File: src/rtl/core/tcw_pkg.sv
// Shared constants, types and command/status structs for the text console writer.
`default_nettype none

package tcw_pkg;

  // Screen geometry.
  localparam int unsigned COLUMNS = 80;
  localparam int unsigned ROWS    = 25;
  localparam int unsigned CELLS   = COLUMNS * ROWS;

  // Internal widths follow from the geometry.
  localparam int unsigned ADDR_W = $clog2(CELLS);
  localparam int unsigned CUR_W  = $clog2(CELLS + COLUMNS + 1);
  localparam int unsigned COL_W  = $clog2(COLUMNS);

  // Port field widths are fixed by the interface.
  localparam int unsigned ACT_W  = 2;
  localparam int unsigned CHAR_W = 8;
  localparam int unsigned IDX_W  = 11;
  localparam int unsigned POS_W  = 11;
  localparam int unsigned SCNT_W = 2;
  localparam int unsigned CELL_W = 2 * CHAR_W;

  // Blank cell: space, light grey on black.
  localparam logic [CELL_W-1:0] BLANK_CELL = 16'h0720;

  // Action codes.
  localparam logic [ACT_W-1:0] ACT_WRITE = 2'd0;
  localparam logic [ACT_W-1:0] ACT_CLEAR = 2'd1;
  localparam logic [ACT_W-1:0] ACT_READ  = 2'd2;
  localparam logic [ACT_W-1:0] ACT_NONE  = 2'd3;

  // Character codes with special meaning.
  localparam logic [CHAR_W-1:0] CH_NUL = 8'd0;
  localparam logic [CHAR_W-1:0] CH_LF  = 8'd10;
  localparam logic [CHAR_W-1:0] CH_CR  = 8'd13;

  // Classification of an incoming word.
  typedef enum logic [2:0] {
    K_NOP,
    K_PRINT,
    K_CTRL,
    K_CLEAR,
    K_READ
  } kind_e;

  // Commands from the controller to the datapath.
  typedef struct packed {
    logic take;       // latch the incoming word
    logic adjust;     // apply line feed or carriage return to the cursor
    logic home;       // cursor to zero
    logic ctr_clr;    // clear the sweep counter
    logic fill;       // write a blank cell at the sweep counter
    logic copy;       // one step of the scroll copy
    logic copy_done;  // scroll finished: cursor up one row, count it
    logic store;      // store the latched character at the cursor
    logic rd_issue;   // read the cell named by the incoming word
    logic out_load;   // load the result register
  } dp_cmd_t;

  // Status from the datapath to the controller.
  typedef struct packed {
    kind_e kind;        // class of the incoming word
    logic  store_item;  // latched word is a printable character
    logic  cur_past;    // cursor past the last cell
    logic  fill_end;    // sweep counter at the last cell
    logic  copy_end;    // scroll copy at its last step
    logic  out_free;    // result register can take a new word
  } dp_stat_t;

endpackage

`default_nettype wire

File: src/rtl/core/tcw_ctrl.sv
// Controller state machine of the text console writer.
`default_nettype none

module tcw_ctrl import tcw_pkg::*; (
  input  wire logic     clk_i,
  input  wire logic     rst_ni,
  input  wire logic     in_valid_i,
  output logic          in_stall_o,
  input  wire dp_stat_t stat_i,
  output dp_cmd_t       cmd_o
);

  typedef enum logic [5:0] {
    S_CLEAR  = 6'b000001,
    S_IDLE   = 6'b000010,
    S_CHECK  = 6'b000100,
    S_SCROLL = 6'b001000,
    S_READ   = 6'b010000,
    S_DONE   = 6'b100000
  } state_e;

  state_e state_q, state_d;
  logic   clr_res_q, clr_res_d;

  // Only the idle state takes a new word.
  assign in_stall_o = (state_q != S_IDLE);

  // Next state and commands.
  always_comb begin
    state_d   = state_q;
    clr_res_d = clr_res_q;
    cmd_o     = '0;
    unique case (state_q)
      S_CLEAR: begin
        cmd_o.fill = 1'b1;
        if (stat_i.fill_end) begin
          cmd_o.ctr_clr = 1'b1;
          clr_res_d     = 1'b0;
          state_d       = clr_res_q ? S_DONE : S_IDLE;
        end
      end
      S_IDLE: begin
        if (in_valid_i) begin
          cmd_o.take = 1'b1;
          unique case (stat_i.kind)
            K_PRINT, K_CTRL: begin
              cmd_o.adjust = 1'b1;
              state_d      = S_CHECK;
            end
            K_CLEAR: begin
              cmd_o.home    = 1'b1;
              cmd_o.ctr_clr = 1'b1;
              clr_res_d     = 1'b1;
              state_d       = S_CLEAR;
            end
            K_READ: begin
              cmd_o.rd_issue = 1'b1;
              state_d        = S_READ;
            end
            default: begin
              state_d = S_DONE;
            end
          endcase
        end
      end
      S_CHECK: begin
        if (stat_i.cur_past) begin
          cmd_o.ctr_clr = 1'b1;
          state_d       = S_SCROLL;
        end else begin
          cmd_o.store = stat_i.store_item;
          if (stat_i.out_free) begin
            cmd_o.out_load = 1'b1;
            state_d        = S_IDLE;
          end else begin
            state_d = S_DONE;
          end
        end
      end
      S_SCROLL: begin
        cmd_o.copy = 1'b1;
        if (stat_i.copy_end) begin
          cmd_o.copy_done = 1'b1;
          cmd_o.ctr_clr   = 1'b1;
          state_d         = S_CHECK;
        end
      end
      S_READ, S_DONE: begin
        if (stat_i.out_free) begin
          cmd_o.out_load = 1'b1;
          state_d        = S_IDLE;
        end else begin
          state_d = S_DONE;
        end
      end
      default: begin
        state_d = S_CLEAR;
      end
    endcase
  end

  // State registers; reset starts the blanking sweep.
  always_ff @(posedge clk_i or negedge rst_ni) begin
    if (!rst_ni) begin
      state_q   <= S_CLEAR;
      clr_res_q <= 1'b0;
    end else begin
      state_q   <= state_d;
      clr_res_q <= clr_res_d;
    end
  end

endmodule

`default_nettype wire

File: config.mk
export PLATFORM = sky130hd
export DESIGN_NAME = tcw_ctrl
export DESIGN_NICKNAME = d
export VERILOG_FILES = /design/src/rtl/core/tcw_pkg.sv /design/src/rtl/core/tcw_ctrl.sv
export SDC_FILE = /design/constraint.sdc
export NUM_CORES = 1
export LEC_CHECK = 0
export ABC_CLOCK_PERIOD_IN_PS = 4100
export BUFFER_PORTS_ARGS = -buffer_cell sky130_fd_sc_hd__buf_2
export CAP_MARGIN = 30
export CORE_AREA = 4 4 41 43
export CTS_BUF_LIST = sky130_fd_sc_hd__clkbuf_2
export DETAILED_ROUTE_END_ITERATION = 8
export DIE_AREA = 0 0 45 47
export PLACE_DENSITY = 0.81
export SLEW_MARGIN = 20
export SYNTH_ARGS = -nofsm -noshare
export SYNTH_HDL_FRONTEND = slang
export SYNTH_SLANG_ARGS = --single-unit
File: constraint.sdc
create_clock -name clk_i -period 4.1 [get_ports clk_i]
set_input_delay 0.82 -clock clk_i [delete_from_list [all_inputs] [get_ports clk_i]]
set_output_delay 0.82 -clock clk_i [all_outputs]
set_load 0.02 [all_outputs]
* Word-level counts from Yosys, hierarchy flattened
Index checks and enable logic that the tools add are counted.
Word-level totals: logic and storage cells 52, memories kept 0, memory bits (writable) 0, bits in read-only memories 0, flip-flop bits (word level) 7, bits in latches 0
Operators by class: multiplexer cells 30, $mul 0, add/sub/neg operators 0, bitwise operators 0, eq/ne operators 15, $lt $le $gt $ge 0, shift-type cells 0, div/mod/pow operators 0, reductions and logical operators 5
Operators with widths (number):
- 6-bit 2-to-1 mux | 6
- 6-bit case mux with 5 select lines | 1
- 6-bit case mux with 3 select lines | 1
- 1-bit 2-to-1 mux | 15
- 3-bit by 2-bit equality test with 1-bit output (second input constant) | 2
- 6-bit by 1-bit equality test with 1-bit output (second input constant) | 1
- 6-bit by 2-bit equality test with 1-bit output (second input constant) | 1
- 6-bit by 3-bit equality test with 1-bit output (second input constant) | 1
- 6-bit by 4-bit equality test with 1-bit output (second input constant) | 1
- 6-bit by 5-bit equality test with 1-bit output (second input constant) | 1
- 6-bit equality test (second input constant) | 1
- 2-bit != test (second input constant) | 3
- 6-bit by 2-bit != test with 1-bit output (second input constant) | 1
- 2-bit 2-to-1 mux | 2
- 4-bit 2-to-1 mux | 1
- 1-bit case mux with 2 select lines | 2
- 1-bit case mux with 4 select lines | 1
- 4-bit AND reduction | 1
- 2-bit OR reduction | 2
- 3-bit by 1-bit equality test with 1-bit output (second input constant) | 1
- 3-bit equality test (second input constant) | 1
- 3-bit 2-to-1 mux | 1
- 3-bit AND reduction | 1
- 2-bit by 1-bit != test with 1-bit output (second input constant) | 1
- 2-bit nonzero test | 1

* Depth between registers and ports, before layout
Gate-level depths: netlist of run 1.
word-level depth 5, gate-level depth with buffers 4

* Worst setup path after synthesis of run 1
No wires, ideal clock.
path type register to output, start register state_q[2], end output cmd_o[1] (netlist name), cell stages (with the launch flop) 5, arrival time 1.748 ns, setup slack 1.532 ns, required time 3.280 ns, cell sequence dfrtp_1 > or4_4 > nor2_2 > and2_1 > and3_1
RTL lines:
- start, declared | line tcw_ctrl.sv:22 | state_e state_q, state_d;
- start signal, assigned | line tcw_ctrl.sv:108 | state_q <= state_d;
- end, declared | line tcw_ctrl.sv:10 | output dp_cmd_t cmd_o

==> results.yml, run 1 <==
detailed_routing:
  wire_per_inst_um: 13.8
  drt_wl_total_um: 1400
  vias: 583
  drtIter0Drc: 16
  first_pass_iters: 4
  viasPerCell: 5.77
  ant_nets: 0
  drcViolationCount: 0
synthesis:
  yosysUniqueCellTypes: 34
  ys_seq_area_share_pct: 31.1
  synthCells: 61
  synth_most_common_cell: "dfrtp_1"
  synth_common_cells: "6 x dfrtp_1, 5 x nand2_1, 5 x nor2_1"
  synth_top_area_share_pct: 26.5
  yosys_register_bits: 7
  syn_area_um2: 567
  synth_area_leader_cell: "dfrtp_1"
  synth.area.top_cells: "dfrtp_1 26%, dfstp_2 4.6%, and3_1 4.4%"
  avgSynthCellArea_um2: 9.29
  ys.flop_type: "dfrtp_1"
  ys_warn_count: 0
  synthArstFlopShare_pct: 100
  synth_nets: 72
  synth_edf_count: 0
grt:
  top_usage_layer: "met2"
  grt_pass1_vias: 557
  met1_usage_pct: 19.8
  grt_pass1_wl_um: 2400
  antenna_found_initial: 0
  grtUsageMet2_pct: 24.9
  globalRouteMet3Util_pct: 3.83
  grt_overflow: 0
  grt_usage_pct: 16.0
  grt_max_degree: 9
critical_path:
  crit_arrival_ns: 1.97
  crit_path_cell_trace: "or4_4, nor2_2, and2_1, and3_1, buf_2"
  path_buf_inv: 1
  startpoint_type: "register"
  slowest_stage: "or4_4"
  crit_fanout: 6
  critPathRequiredTime_ns: 3.28
  crit_type: "register to primary output"
  critPathTopFamily: "simple AND/OR/NAND/NOR gates"
  worst_path_largest_cell_delay_ns: 0.61
  crit_path_end_kind: "primary output"
power_and_ir_drop:
  p_leak_uw: 0.000369
  total_power_uw: 368
  peakVddDrop_mv: 0.212
  p_per_area_mw_per_mm2: 518
clock_tree:
  cts_num_sinks: 7
  clock-root-buffer: "clkbuf_2"
  hold_buffers: 0
  cts_tree: "yes"
  clk_path_buf_depth: 2
  cts_setup_buffers: 0
  cts-resized-gates: 0
  cts-htree-levels: 1
  path_clk_slew_ns: 0.06
  cts_buffers: 3
  clk-insertion-delay-late_ns: 0.22
placement:
  dp_hpwl_um: 1200
  pre_cts_ws_ns: 1.55
  io_buffers: 21
  place.gp.congestion: 0.779
die:
  pin_count: 22
  die_x_um: 45
  fp.dieH_um: 47
  coreArea_mm2: 0.00130
  fp.dieArea_mm2: 0.00212
  fp-row-count: 13
  start_util_pct: 43.6
timing:
  finalSetupViolCount: 0
  rsz0062_at_grt: "no"
  final.setup.tns_ns: 0
  skew_ns: 0.00304
  whs_ns: 0.415
  clock.fmax_mhz: 358
  min_period_over_period_pct: 68.2
  timing.final.hold_violations: 0
  period_needed_ns: 2.79
  slew_headroom_pct: 58.3
  fin_ws_ns: 1.31
  slew_violations: 0
  worst_pin_slew_ns: 0.616
flow_run:
  drv_cap: 0
finish:
  insertedDiodeCount: 0
  layout-drive-gt1-share_pct: 39.5
  fin_nets: 98
  area_delta_synth_final_pct: 25.4
min_path:
  min_path_type: "primary input to asynchronous set/reset pin"
status:
  outcome: "finished, final reports clean"
-- sequential cells by signal, indices dropped and copies added (netlist names) --
signal / cells
state_q: 6
clr_res_q: 1
-- logic make-up (layout without fill, tap and decap cells) --
kind of cell	count (synthesis)	after routing	share of synthesized area (%)
AOI/OAI and AO/OA	13	13	18.1
xor gates and xnor gates	3	3	4.64
buffers and inverters	2	27	1.32
DFF	7	7	31.1
and+or+nand+nor	36	36	44.8
-- metrics by stage --
step | cell area [µm²] | util, % | std cells
2_1_floorplan | 567 | - | 61
3_3_place_gp | 691 | 53.1 | 97
3_5_place_dp | 691 | 53.1 | 97
4_1_cts | 711 | 54.6 | 101
5_1_grt | 711 | 54.6 | 101
6_report | 711 | 54.6 | 101
-- final timing paths --
kind,from,end,slack (ns),cells after the start
setup / recovery,state_q[2],cmd_o[1],1.31,5
hold / removal,rst_ni,clr_res_q,0.42,1
setup reg to reg,state_q[5],state_q[5],2.34,4
max in group asynchronous,rst_ni,state_q[0],3.46,1
hold reg to reg,state_q[0],state_q[0],0.52,2
min in group clk_i,state_q[0],state_q[0],0.52,2
-- routing by layer --
metal	wire length, µm	vias up
li1	-	283
met1	591	263
met2	633	31
met3	126	6
met4	46	0
met5	0	-
-- placed cells by master, fill, tap and decap left out, drive strengths merged, types with 2 or more instances in the layout --
master	instances
buf	21
nor2	7
dfrtp	6
nand2	5
and3	4
clkbuf	4
and2	4
nand2b	2
nor4b	2
inv	2
xor2	2
nand3b	2
nor3b	2
o21bai	2
a21oi	2
a211oi	2
or4b	2
nor4	2
a2bb2oi	2
-- power by group --
group	total [µW]	leakage [µW]	internal, µW	switching (µW)
clock network	47.8	0.0000166	25.9	22.0
registers	114	0.0000926	89.0	25.3
logic	206	0.000260	82.7	123
-- cell type report --
type / instances / area, µm²
fillers: 148 / 591
clock buffers: 4 / 20.0
well taps: 15 / 18.8
inverters: 2 / 7.51
flip-flops and latches: 7 / 176
multi-input cells: 52 / 383
repair buffers: 21 / 105
Power figures use the tool's default switching activity.
==> run 2: changes to the inputs <==
- ABC_AREA: not set -> 1
- ABC_CLOCK_PERIOD_IN_PS: 4100 -> 2830
- CORE_AREA: 4 4 41 43 -> not set
- CORE_MARGIN: not set -> 4
- CORE_UTILIZATION: not set -> 45
- DIE_AREA: 0 0 45 47 -> not set
- PLACE_DENSITY: 0.81 -> 0.82
- clock period: 4.1 -> 2.83 ns (I/O delays scaled with it)
==> run 2 against run 1 <==
Compared with the run above:
- first-iteration DRC count down 6.3%
- area after synthesis up 18%
- clock-buffer cell count unchanged
==> results.yml, run 2 <==
flow_run:
  drv_cap: 0
synthesis:
  syn_area_um2: 667
  synth_most_common_cell: "nand2_1"
  synthCells: 100
  synth_area_leader_cell: "dfrtp_1"
  synth_top_area_share_pct: 22.5
  synth_nets: 111
  ys.flop_type: "dfrtp_1"
  yosys_register_bits: 7
  synth.area.top_cells: "dfrtp_1 23%, nand2_1 12%, inv_1 9.6%"
  ys_warn_count: 0
  ys_seq_area_share_pct: 26.5
  synth_common_cells: "22 x nand2_1, 17 x inv_1, 11 x nor2_1"
  synth_edf_count: 0
  yosysUniqueCellTypes: 20
  avgSynthCellArea_um2: 6.67
  synthArstFlopShare_pct: 100
finish:
  regMostFlops: "state_q"
  design_area_um2: 811
  top_regs: "state_q x6, clr_res_q x1"
  layout_commonest_cell: "nand2_1"
  layout-drive-gt1-share_pct: 41.6
  final_cell_mix: "22 x nand2_1, 21 x buf_2, 17 x inv_1"
  area_delta_synth_final_pct: 21.6
  fin_nets: 137
  largest_reg_flops: 6
  insertedDiodeCount: 0
  fin_cells: 140
placement:
  place.gp.congestion: 0.816
  io_buffers: 21
  post_dp_cell_area_um2: 791
  dp_hpwl_um: 1290
  dp_cells: 136
die:
  die_x_um: 46.5
  fp.dieH_um: 46.5
  fp.dieArea_mm2: 0.00216
  pin_count: 22
  start_util_pct: 49.4
  coreArea_mm2: 0.00135
  fp-row-count: 13
clock_tree:
  path_clk_slew_ns: 0.08
  cts_tree: "yes"
  clk_path_buf_depth: 2
  clock-root-buffer: "clkbuf_2"
  cts_num_sinks: 7
  hold_buffers: 0
  cts_buffers: 3
  cts_setup_buffers: 0
  cts-resized-gates: 0
  cts-htree-levels: 1
  clk-insertion-delay-late_ns: 0.23
critical_path:
  crit_type: "register to primary output"
  startpoint_type: "register"
  crit_path_end_kind: "primary output"
  crit_fanout: 5
  crit_arrival_ns: 1.54
  critPathRequiredTime_ns: 2.26
  rrSetupSlack_ns: 1.51
grt:
  grt_max_degree: 8
  grt_pass1_wl_um: 2370
  grt_usage_pct: 15.6
  grt_overflow: 0
  antenna_found_initial: 0
  grt_pass1_vias: 617
power_and_ir_drop:
  peakVddDrop_mv: 0.447
  p_leak_uw: 0.000509
  p_per_area_mw_per_mm2: 787
  combPwrFrac_pct: 62.8
  p_switching_uw: 334
  power_frac_seq_pct: 25.5
  p_sw_share_pct: 52.3
  clkPwrFrac_pct: 11.7
  p_int_uw: 304
detailed_routing:
  drcViolationCount: 0
  drtIter0Drc: 15
  ant_nets: 0
  viasPerCell: 4.81
  drt_wl_total_um: 1480
  vias: 673
  wire_per_inst_um: 10.5
  first_pass_iters: 4
timing:
  skew_ns: 0.00369
  worst_pin_slew_ns: 0.288
  clock.fmax_mhz: 474
  slew_violations: 0
  whs_ns: 0.155
  finalSetupViolCount: 0
  final.setup.tns_ns: 0
  slew_headroom_pct: 80.7
  rsz0062_at_grt: "no"
  min_period_over_period_pct: 74.5
  period_needed_ns: 2.11
  timing.final.hold_violations: 0
status:
  outcome: "finished, final reports clean"
min_path:
  min_path_type: "primary input to asynchronous set/reset pin"
==> run 2: cell count changes after synthesis, moves of 5 or more <==
cell,change
nand3_1,+5
inv_1,+15
nand2_1,+17
nor2_1,+6
nor2_2,+7
==> run 2: layout make-up <==
cell class              count  area, µm²
repair buffers             21        105
fillers                   136        539
flip-flops and latches      7        176
multi-input cells          71        405
inverters                  22       85.1
well taps                  15       18.8
clock buffers               4       20.0
==> run 2: power groups by stage <==
stage	Clock, µW	Combinational, µW	Sequential, µW
3_3_place_gp	0	393	163
2_1_floorplan	0	320	160
3_5_place_dp	0	401	165
6_report	74.9	400	162
5_1_grt	84.5	442	164
4_1_cts	76.5	404	163
==> run 2: critical path, stage by stage (launching register included) <==
cell     delay (ns)
dfrtp_1        0.42
nor2_2         0.19
inv_2          0.06
nor2_4         0.15
nand2_1        0.11
nor2_1         0.12
nor3_1         0.05
nand2_1        0.05
buf_2          0.15
==> run 2: metrics by stage <==
stage               total power [µW]  util [%]  worst slack (ns)
global route                     691      60.1             0.536
floorplan                        481         -             0.879
global placement                 556      58.6             0.968
finish                           638      60.1             0.720
CTS                              643      60.1             0.706
detailed placement               566      58.6             0.953
==> run 2: layer usage <==
metal	vias up	global-route usage, %	part of all wire, %
met1	299	17.1	41
met5	-	0	0
met4	0	2.84	1.3
li1	356	-	-
met2	14	28.3	52
met3	4	5.86	5.1
==> run 2: final timing paths <==
kind / start / endpoint / cells past startpoint
setup / recovery: state_q[1] / cmd_o[6] / 8
min in group clk_i: clr_res_q / clr_res_q / 2
setup reg to reg: state_q[0] / state_q[1] / 9
hold reg to reg: clr_res_q / clr_res_q / 2
hold / removal: rst_ni / state_q[1] / 1
max in group asynchronous: rst_ni / state_q[0] / 1
==> run 2: logic make-up (layout without fill, tap and decap cells) <==
family                 count (synthesis)  after routing  share of synthesized area, %
AO/OA/AOI/OAI                          5              5                          3.75
buffers and inverters                 22             47                          12.8
flip-flops                             7              7                          26.5
AND/OR/NAND/NOR                       66             66                          57.0
==> run 3: changes to the inputs <==
- ABC_CLOCK_PERIOD_IN_PS: 2830 -> 2200
- clock period: 2.83 -> 2.2 ns (I/O delays scaled with it)
==> run 3 against run 2 <==
Compared with the run above:
- clock skew rose by 0.0069 ns
- wire length rose by 7.8%
- setup slack got worse by 0.52 ns
- flip-flop and latch count did not move
- cell count rose by 0.71%
- combinational power rose by 31%
- power rose by 32%
- sequential share of layout area fell by 0.27 points
- hold slack improved by 0.29 ns
- clock power rose by 47%
- sequential power rose by 29%
- highest routed layer unchanged
==> results.yml, run 3 (synthesis results as in run 2) <==
detailed_routing:
  vias: 718
  viasPerCell: 5.09
  first_pass_iters: 4
  drtIter0Drc: 18
  ant_nets: 0
  drcViolationCount: 0
  drt_wl_total_um: 1590
  wire_per_inst_um: 11.3
power_and_ir_drop:
  combPwrFrac_pct: 62.2
  p_sw_share_pct: 53.6
  p_switching_uw: 452
  total_power_uw: 845
  p_int_uw: 392
  p_per_area_mw_per_mm2: 1030
  peakVddDrop_mv: 0.515
  power_frac_seq_pct: 24.8
  p_leak_uw: 0.000513
  clkPwrFrac_pct: 13.0
finish:
  insertedDiodeCount: 0
  final_cell_mix: "22 x nand2_1, 21 x buf_2, 17 x inv_1"
  fin_cells: 141
  area_delta_synth_final_pct: 23.1
  regMostFlops: "state_q"
  design_area_um2: 821
  layout_commonest_cell: "nand2_1"
  top_regs: "state_q x6, clr_res_q x1"
  fin_nets: 138
  layout-drive-gt1-share_pct: 41.3
  fill_cells: 131
  largest_reg_flops: 6
critical_path:
  rrSetupSlack_ns: 0.86
  crit_arrival_ns: 1.56
  crit_fanout: 5
  critPathRequiredTime_ns: 1.76
  crit_path_end_kind: "primary output"
  startpoint_type: "register"
  crit_type: "register to primary output"
placement:
  place.gp.congestion: 0.818
  dp_hpwl_um: 1320
  dp_cells: 136
  io_buffers: 21
  post_dp_cell_area_um2: 791
clock_tree:
  clock-root-buffer: "clkbuf_2"
  clk-insertion-delay-late_ns: 0.27
  clk_path_buf_depth: 2
  path_clk_slew_ns: 0.10
  cts_tree: "yes"
  cts_setup_buffers: 0
  cts_num_sinks: 7
  cts_buffers: 3
  cts-htree-levels: 1
grt:
  grt_overflow: 0
  grt_max_degree: 8
  grt_usage_pct: 17.7
  grt_pass1_vias: 648
  antenna_found_initial: 0
  grt_pass1_wl_um: 2680
timing:
  slew_violations: 0
  period_needed_ns: 2.00
  final.setup.tns_ns: 0
  rsz0062_at_grt: "no"
  skew_ns: 0.0106
  slew_headroom_pct: 82.7
  min_period_over_period_pct: 90.9
  clock.fmax_mhz: 500
  finalSetupViolCount: 0
  whs_ns: 0.442
  timing.final.hold_violations: 0
  worst_pin_slew_ns: 0.258
die:
  fp.dieH_um: 46.5
  start_util_pct: 49.4
  fp.dieArea_mm2: 0.00216
  pin_count: 22
  coreArea_mm2: 0.00135
  die_x_um: 46.5
  fp-row-count: 13
status:
  outcome: "finished, final reports clean"
min_path:
  min_path_type: "primary input to register"
flow_run:
  drv_cap: 0
==> run 3: changes by cell type in the layout (fill, tap and decap cells not counted) <==
cell,change
dlygate4sd3_1,+1
==> run 3: path summary, 6_finish.rpt <==
kind / startpoint / end / cells past startpoint
max: state_q[1] / cmd_o[6] / 8
min: in_valid_i / clr_res_q / 3
max reg2reg: state_q[0] / state_q[1] / 9
max in group asynchronous: rst_ni / state_q[0] / 2
min in group asynchronous: rst_ni / state_q[5] / 2
min reg2reg: clr_res_q / clr_res_q / 2
==> run 3: critical path, stage by stage, from the launching register on <==
cell,delay [ns]
dfrtp_1,0.43
nor2_2,0.18
inv_2,0.06
nor2_4,0.15
nand2_1,0.12
nor2_1,0.11
nor3_1,0.05
nand2_1,0.05
buf_2,0.15
==> run 3: per-stage QoR <==
step | utilization (%) | worst slack (ns)
4_1_cts | 60.8 | 0.189
6_report | 60.8 | 0.200
5_1_grt | 60.8 | 0.0769
3_5_place_dp | 58.6 | 0.473
3_3_place_gp | 58.6 | 0.474
2_1_floorplan | - | 0.375
==> run 3: layer usage <==
layer,wire (µm),track usage [%],share of wire (%)
met1,626,20.1,39
met2,860,30.8,54
met3,75,4.30,4.7
met4,27,7.95,1.7
met5,0,0,0
==> run 3: layout make-up <==
type,count,area [µm²],area share [%]
multi-input combinational,71,405,49.4
timing repair buffer,22,115,14.0
tap,15,18.8,2.29
sequential,7,176,21.5
clock buffer,4,20.0,2.44
inverter,22,85.1,10.4
==> run 3: power by group through the flow <==
stage                     clock [µW]  combinational (µW)  sequential, µW
after floorplan                    0                 412             206
after global placement             0                 507             210
after detailed placement           0                 522             212
after CTS                        109                 528             209
after global routing             117                 585             213
final                            110                 525             209
==> run 3: what timing repair did <==
action                    4_1_cts  5_1_grt
hold buffers                    1        0
hold endpoints to repair        3        0
resized for setup               0        0
